$ cat src/rtl/utf8d_pkg.sv
// Shared types, constants and decode functions for the UTF-8 stream decoder.
// No dependencies; imported by utf8_stream_decoder.
`timescale 1ns / 1ps

package utf8d_pkg;

    localparam int unsigned CP_W      = 31;
    localparam int unsigned LEN_W     = 3;
    localparam int unsigned RQ_DEPTH  = 4;
    localparam int unsigned RQ_PTR_W  = $clog2(RQ_DEPTH);
    localparam int unsigned RQ_CNT_W  = $clog2(RQ_DEPTH + 1);

    localparam logic [CP_W-1:0]  REPLACEMENT_CP = CP_W'(32'h0000_fffd);
    localparam logic [LEN_W-1:0] SEEN_MAX       = 3'd7;
    localparam logic [1:0]       CONT_TAG       = 2'b10;

    // One queued result: decoded value plus its end-of-run flag
    typedef struct packed {
        logic            last;
        logic [CP_W-1:0] cp;
    } result_t;

    // Legacy lead-byte length table (0 means not a valid lead byte)
    function automatic logic [LEN_W-1:0] lead_length(input logic [7:0] b);
        logic [LEN_W-1:0] len;
        begin
            if (b < 8'h80)      len = 3'd1;
            else if (b < 8'hc0) len = 3'd0;
            else if (b < 8'he0) len = 3'd2;
            else if (b < 8'hf0) len = 3'd3;
            else if (b < 8'hf8) len = 3'd4;
            else if (b < 8'hfc) len = 3'd5;
            else if (b < 8'hfe) len = 3'd6;
            else                len = 3'd0;
            return len;
        end
    endfunction

    // Payload bits of a lead byte for a given sequence length
    function automatic logic [7:0] lead_mask(input logic [LEN_W-1:0] len);
        logic [7:0] m;
        begin
            case (len)
                3'd1:    m = 8'h7f;
                3'd2:    m = 8'h1f;
                3'd3:    m = 8'h0f;
                3'd4:    m = 8'h07;
                3'd5:    m = 8'h03;
                3'd6:    m = 8'h01;
                default: m = 8'h00;
            endcase
            return m;
        end
    endfunction

endpackage

$ cat src/rtl/utf8_stream_decoder.sv
// UTF-8 stream decoder top level: byte stream in, code point stream out.
// Depends on utf8d_pkg.
`timescale 1ns / 1ps

// Usage:
//   Input channel s_axis_*: one text byte per word in tdata[7:0]; tlast marks
//   the final byte of a text. Output channel m_axis_*: one code point per word
//   in tdata[30:0] (0xFFFD for a malformed sequence); tlast marks the last
//   result caused by an input byte.
//   A code point leaves only when the sequence closes: on the next
//   non-continuation byte or on a tlast byte. A byte may cause 0, 1 or 2
//   results. Decoding is done in the accept cycle into the sequence registers
//   and a 4-entry result queue; a result is registered in the queue when the
//   byte that closes it is taken, and m_axis shows the queue head.
//   Throughput: one byte per cycle while the receiver keeps up; s_axis_tready
//   stays high while the queue has two free entries, so a byte giving two
//   results queues both, and the single output port sends them in turn.
//   Receiver stall: results collect in the queue, and once fewer than two
//   entries are free s_axis_tready drops until m_axis drains them.
//   Reset (rst_n low, asynchronous): no open sequence, queue empty.
module utf8_stream_decoder
(
    input  logic                 clk,
    input  logic                 rst_n,
    input  logic                 s_axis_tvalid,
    output logic                 s_axis_tready,
    input  logic [7:0]           s_axis_tdata,   // [7:0] data_byte
    input  logic                 s_axis_tlast,   // end_of_text
    output logic                 m_axis_tvalid,
    input  logic                 m_axis_tready,
    output logic [31:0]          m_axis_tdata,   // [30:0] code_point, [31] zero
    output logic                 m_axis_tlast    // last_of_run
);
    import utf8d_pkg::*;

    logic                 pending_reg, pending_next;
    logic [CP_W-1:0]      acc_reg, acc_next;
    logic [LEN_W-1:0]     exp_len_reg, exp_len_next;
    logic [LEN_W-1:0]     seen_reg, seen_next;

    result_t              rq_reg [RQ_DEPTH];
    logic [RQ_PTR_W-1:0]  wr_ptr_reg, wr_ptr_next;
    logic [RQ_PTR_W-1:0]  rd_ptr_reg, rd_ptr_next;
    logic [RQ_CNT_W-1:0]  count_reg, count_next;

    logic                 in_fire, out_fire;
    logic                 is_cont, extend, close_old;
    logic [LEN_W-1:0]     new_len;
    logic [CP_W-1:0]      old_cp, eot_cp;
    logic [CP_W-1:0]      upd_acc;
    logic [LEN_W-1:0]     upd_exp, upd_seen;
    logic                 push0, push1;
    result_t              res0, res1;
    logic [RQ_PTR_W-1:0]  wr_ptr_p1;

    assign in_fire  = s_axis_tvalid && s_axis_tready;
    assign out_fire = m_axis_tvalid && m_axis_tready;

    assign s_axis_tready = (count_reg <= RQ_CNT_W'(RQ_DEPTH - 2));
    assign m_axis_tvalid = (count_reg != '0);
    assign m_axis_tdata  = {1'b0, rq_reg[rd_ptr_reg].cp};
    assign m_axis_tlast  = rq_reg[rd_ptr_reg].last;

    always_comb
    begin
        is_cont   = (s_axis_tdata[7:6] == CONT_TAG);
        extend    = is_cont && pending_reg;
        close_old = !extend && pending_reg;
        new_len   = lead_length(s_axis_tdata);
        old_cp    = (seen_reg == exp_len_reg) ? acc_reg : REPLACEMENT_CP;

        if (extend)
        begin
            upd_acc  = {acc_reg[CP_W-7:0], s_axis_tdata[5:0]};
            upd_exp  = exp_len_reg;
            upd_seen = (seen_reg == SEEN_MAX) ? seen_reg : seen_reg + 3'd1;
        end
        else
        begin
            upd_acc  = CP_W'(s_axis_tdata & lead_mask(new_len));
            upd_exp  = new_len;
            upd_seen = 3'd1;
        end

        eot_cp = (upd_seen == upd_exp) ? upd_acc : REPLACEMENT_CP;

        pending_next = pending_reg;
        acc_next     = acc_reg;
        exp_len_next = exp_len_reg;
        seen_next    = seen_reg;
        if (in_fire)
        begin
            if (s_axis_tlast)
            begin
                // close everything at end of text
                pending_next = 1'b0;
                acc_next     = '0;
                exp_len_next = '0;
                seen_next    = '0;
            end
            else
            begin
                pending_next = 1'b1;
                acc_next     = upd_acc;
                exp_len_next = upd_exp;
                seen_next    = upd_seen;
            end
        end

        push0     = in_fire && close_old;
        push1     = in_fire && s_axis_tlast;
        res0      = '{last: !s_axis_tlast, cp: old_cp};
        res1      = '{last: 1'b1, cp: eot_cp};
        wr_ptr_p1 = wr_ptr_reg + 1'b1;

        wr_ptr_next = wr_ptr_reg + RQ_PTR_W'(push0) + RQ_PTR_W'(push1);
        rd_ptr_next = rd_ptr_reg + RQ_PTR_W'(out_fire);
        count_next  = count_reg + RQ_CNT_W'(push0) + RQ_CNT_W'(push1)
                      - RQ_CNT_W'(out_fire);
    end

    always_ff @(posedge clk or negedge rst_n)
    begin
        if (!rst_n)
        begin
            pending_reg <= 1'b0;
            acc_reg     <= '0;
            exp_len_reg <= '0;
            seen_reg    <= '0;
            wr_ptr_reg  <= '0;
            rd_ptr_reg  <= '0;
            count_reg   <= '0;
        end
        else
        begin
            pending_reg <= pending_next;
            acc_reg     <= acc_next;
            exp_len_reg <= exp_len_next;
            seen_reg    <= seen_next;
            wr_ptr_reg  <= wr_ptr_next;
            rd_ptr_reg  <= rd_ptr_next;
            count_reg   <= count_next;
        end
    end

    // Result queue payload; the end-of-text result follows the closed one
    always_ff @(posedge clk)
    begin
        if (push0)
        begin
            rq_reg[wr_ptr_reg] <= res0;
        end
        if (push1)
        begin
            if (push0)
            begin
                rq_reg[wr_ptr_p1] <= res1;
            end
            else
            begin
                rq_reg[wr_ptr_reg] <= res1;
            end
        end
    end

endmodule
$ cat config.mk
export PLATFORM = sky130hd
export DESIGN_NAME = utf8_stream_decoder
export DESIGN_NICKNAME = d
export VERILOG_FILES = /design/src/rtl/utf8d_pkg.sv /design/src/rtl/utf8_stream_decoder.sv
export SDC_FILE = /design/constraint.sdc
export NUM_CORES = 1
export LEC_CHECK = 0
export BUFFER_PORTS_ARGS = -buffer_cell sky130_fd_sc_hd__buf_2
export CAP_MARGIN = 20
export CORE_ASPECT_RATIO = 1.2
export CORE_MARGIN = 4
export CORE_UTILIZATION = 35
export CTS_CLUSTER_DIAMETER = 200
export DETAILED_ROUTE_END_ITERATION = 8
export SLEW_MARGIN = 20
export SYNTH_ARGS = -nofsm -noshare
export SYNTH_HDL_FRONTEND = slang
export SYNTH_SLANG_ARGS = --single-unit
$ cat constraint.sdc
create_clock -name clk -period 5.4 [get_ports clk]
set_input_delay 0.54 -clock clk [delete_from_list [all_inputs] [get_ports clk]]
set_output_delay 0.54 -clock clk [all_outputs]
set_load 0.02 [all_outputs]
==> out/qor.log <==
INFO  drt            post_drt_via_cell_ratio=5.59
INFO  critical_path  cp.required=5.52ns
INFO  sta            fmax=0.289GHz
INFO  clock_network  post_cts_resized=0
INFO  synth          synth-seq-area-share=60.1%
INFO  synth          synth_xor_area_share=0.641%
INFO  synth          synth_compound_area_share=16.0%
INFO  finish         n_antenna_cell=0
INFO  finish         final_layout_size_suffix_gt1_share=20.7%
INFO  synth          dominant_combinational_cell_family_by_area_after_synthesis=compound AO/OA/AOI/OAI gates
INFO  global_route   antenna_violations_before_repair=0
INFO  drt            vias=5440
INFO  floorplanning  io-pin-count=48
INFO  floorplanning  design.die.area=0.0260mm^2
INFO  synth          ys_dominant_reg_cell=edfxtp_1
INFO  drt            drt_iter0_drc=530
INFO  synth          synth-adder-area-share=1.34%
INFO  synth          post_synth_and_or_nand_nor_area_fraction=10.1%
INFO  sta            timing_worst_slew_pin_value=1.12ns
INFO  critical_path  timing.rr.start=seen_reg[0]$_DFFE_PN0P_
INFO  clock_network  h-tree-depth=4
INFO  critical_path  reg2reg_to=rq_reg[3][8]$_DFFE_PP_
INFO  critical_path  critical_path.most_common_cell=o21ai_0
INFO  clock_network  cts_max_path_buffers=2
INFO  synth          postSynth.asyncResetShare=26.0%
INFO  critical_path  cp_launch_type=flip-flop
INFO  critical_path  worstPathCellList=ha_1, nor2b_1, a211o_1, a2111oi_2, o21ai_2, o21ai_0, o21ai_0
INFO  place          cell_count_post_placement=941
INFO  critical_path  crit_slowest_cell=o21ai_0
INFO  place          detailed_place_hpwl=13500um
INFO  worst_hold_path classification_of_the_worst_slack_hold_path=in -> async
INFO  sta            finalHoldViolCount=0
INFO  synth          synthDistinctLibCells=61
INFO  critical_path  endpoint_type_of_the_worst_setup_path=flip-flop
INFO  global_route   global_route.overflow_total=0
INFO  drt            finalWirelength=20300um
INFO  global_route   first_global_vias=5656
INFO  critical_path  critPathKind=reg -> reg
INFO  critical_path  worst_reg_to_reg_path_cell_count=7
INFO  place          io_buffers=46
INFO  clock_network  clock_tree.root_cell=clkbuf_16
INFO  sta            setup_viol=0
INFO  synth          syn-instance-count=615
INFO  drt            drt_pre_antenna_iters=5
INFO  sta            fin_setup_tns=0ns
INFO  synth          synth.yosys.warnings=0
INFO  finish         final_net_count=665
INFO  clock_network  cts_post_setup_buffers_inserted=0
INFO  global_route   grt_first_pass_wirelength=32300um
INFO  sta            layout_min_cycle_time=3.46ns
INFO  global_route   grt_max_degree=46
INFO  drt            remaining_drc_errors=0
INFO  synth          mux_share_of_post_synthesis_cell_area=8.91%
INFO  synth          ffs_latches_synth=173
INFO  run            drv.max_cap_violation_count=0
INFO  place          gp_congestion=0.844
INFO  floorplanning  initial_utilization=35.5%
INFO  clock_network  clk_pin_slew_worst_paths=0.07ns
INFO  finish         area.growth.synth_to_final=13.6%
INFO  pwr            power.static_leakage=3.40nW
INFO  synth          syn-cell-area=0.00820mm^2
INFO  synth          synth_edf_count=124
INFO  floorplanning  die_width=148um
INFO  outcome        outcome=completed
INFO  pwr            total_power=4.87mW
INFO  critical_path  critical_path.max_fanout=22
INFO  clock_network  clkSinkCount=173
INFO  synth          syn_avg_cell_area=13.3um^2
INFO  synth          synth_fp_nets=635
INFO  global_route   grt_util_all_layers=16.1%
INFO  sta            drv_slew=0
INFO  clock_network  worst_skew_pair.late_latency=0.43ns
INFO  sta            period_share=64.1%
INFO  finish         final_cells=973
INFO  clock_network  tritoncts=yes
INFO  critical_path  highest_cell_delay_on_the_worst_timing_path=0.86ns
INFO  sta            rsz0062_at_grt=false
INFO  drt            ant_nets=0
INFO  sta            finClkSkew=0.00897ns
INFO  critical_path  regToRegSetupSlack=1.94ns
INFO  pwr            irDropWorstVdd=0.000281V
INFO  floorplanning  num_rows=61
INFO  clock_network  cts-buffers-inserted=17
INFO  critical_path  cp.arrival=3.58ns
INFO  clock_network  ctsHoldBuffers=0
INFO  drt            wl_per_cell=20.8um
INFO  floorplanning  die_h=176um
INFO  sta            slew-limit-headroom=25.6%
INFO  floorplanning  coreArea=0.0231mm^2
INFO  pwr            power_density=523mW/mm^2
INFO  finish         largest_register_ffs=128
-- per-stage QoR --
step | utilization [%] | hold WS (ns) | worst slack [ns] | cell area (um^2)
floorplan | - | 0.244 | 2.62 | 8200
global placement | 37.6 | 0.446 | 1.88 | 8690
detailed placement | 37.6 | 0.460 | 1.86 | 8690
CTS | 40.2 | 0.315 | 1.84 | 9300
global route | 40.3 | 0.149 | 1.66 | 9320
finish | 40.3 | 0.107 | 1.94 | 9320
-- cell usage after synthesis (3+ instances only) --
| library cell | n | area share [%] |
|---|---|---|
| and2_1 | 48 | 3.7 |
| clkbuf_1 | 23 | 1.1 |
| nor3_1 | 5 | 0.31 |
| o22ai_1 | 34 | 2.6 |
| nand3_1 | 7 | 0.43 |
| buf_4 | 3 | 0.27 |
| dfrtp_1 | 45 | 14 |
| nand2_1 | 44 | 2.0 |
| or3_1 | 4 | 0.31 |
| a21oi_1 | 13 | 0.79 |
| nand2b_1 | 3 | 0.23 |
| xnor2_1 | 4 | 0.43 |
| edfxtp_1 | 124 | 45 |
| o2bb2ai_1 | 3 | 0.32 |
| o21a_1 | 4 | 0.37 |
| o21ai_0 | 40 | 2.4 |
| inv_1 | 12 | 0.55 |
| a21boi_0 | 4 | 0.37 |
| o21ai_2 | 4 | 0.43 |
| buf_2 | 7 | 0.43 |
| mux4_2 | 32 | 8.8 |
| a22o_1 | 44 | 4.7 |
| a31oi_1 | 4 | 0.31 |
| fa_1 | 3 | 0.73 |
| a32o_1 | 16 | 2.0 |
| or2_2 | 6 | 0.46 |
| buf_1 | 7 | 0.32 |
| nor2_1 | 27 | 1.2 |
| o31ai_1 | 3 | 0.27 |
| dfxtp_1 | 4 | 0.98 |
| ha_1 | 4 | 0.61 |
-- how the worst max path moves through the flow --
stage                                       start                 endpoint  slack [ns]  cells past startpoint
after floorplan                   s_axis_tdata[6]   rq_reg[2][0]$_DFFE_PP_        2.62                      6
after global placement     count_reg[0]$_DFF_PN0_   rq_reg[3][6]$_DFFE_PP_        1.88                      5
after detailed placement   count_reg[0]$_DFF_PN0_  rq_reg[1][21]$_DFFE_PP_        1.86                      5
after CTS                  count_reg[0]$_DFF_PN0_  rq_reg[1][18]$_DFFE_PP_        1.84                      5
after global routing      seen_reg[0]$_DFFE_PN0P_   rq_reg[3][7]$_DFFE_PP_        1.66                      7
final                     seen_reg[0]$_DFFE_PN0P_   rq_reg[3][8]$_DFFE_PP_        1.94                      7
-- cells in the final DEF (no fill, tap or decap), types with 3 or more instances in the layout --
cell,count
a21boi_0,4
a21oi_1,13
a22o_1,44
a31oi_1,4
a32o_1,16
and2_1,48
buf_2,45
buf_4,7
clkbuf_16,17
dfrtp_1,44
dfxtp_1,4
edfxtp_1,124
fa_1,3
ha_1,4
inv_1,12
inv_6,6
mux4_2,32
nand2_1,44
nand2b_1,3
nand3_1,7
nor2_1,22
nor2_2,5
nor3_1,5
o21a_1,4
o21ai_0,40
o21ai_2,4
o22ai_1,34
o2bb2ai_1,3
o31ai_1,3
or2_2,6
or3_1,4
xnor2_1,4
-- critical path, delay by kind of cell, from the launching register on --
family | cells | cell delay [ns]
adder cells (fa/ha/maj) | 1 | 0.33
AND/OR/NAND/NOR | 1 | 0.15
flip-flops | 1 | 0.44
AO/OA/AOI/OAI | 5 | 2.22
-- power breakdown --
part / total [mW] / switching (mW) / leakage, nW / internal (mW)
registers: 1.84 / 0.164 / 1.79 / 1.67
logic: 1.78 / 1.15 / 1.32 / 0.629
clock network: 1.25 / 0.550 / 0.290 / 0.701
total: 4.87 / 1.87 / 3.40 / 3.00
-- area by class of cell --
class                      instances  area (um^2)
multi-input combinational        388         3060
inverter                          13         48.8
clock buffer                      18          429
sequential                       173         4930
fill                            2114        13800
clock inverter                    14          175
timing repair buffer              52          278
tap                              315          394
-- routing by layer --
layer  vias to the layer above  routed length (um)  GRT usage [%]
li1                       2469                   -              -
met1                      2700                8160           19.7
met2                       215               10400           27.9
met3                        56                 999           3.05
met4                         0                 702           7.07
met5                         -                   0              0
-- kinds of logic (layout without fill, tap and decap cells) --
logic type,count (synthesis),count (layout)
fa+ha+maj,7,7
buf+inv,54,97
compound gates,183,183
simple gates,158,158
flops,173,173
xor+xnor,6,6
mux,33,33
other cells,1,1
Power figures use the tool's default switching activity.
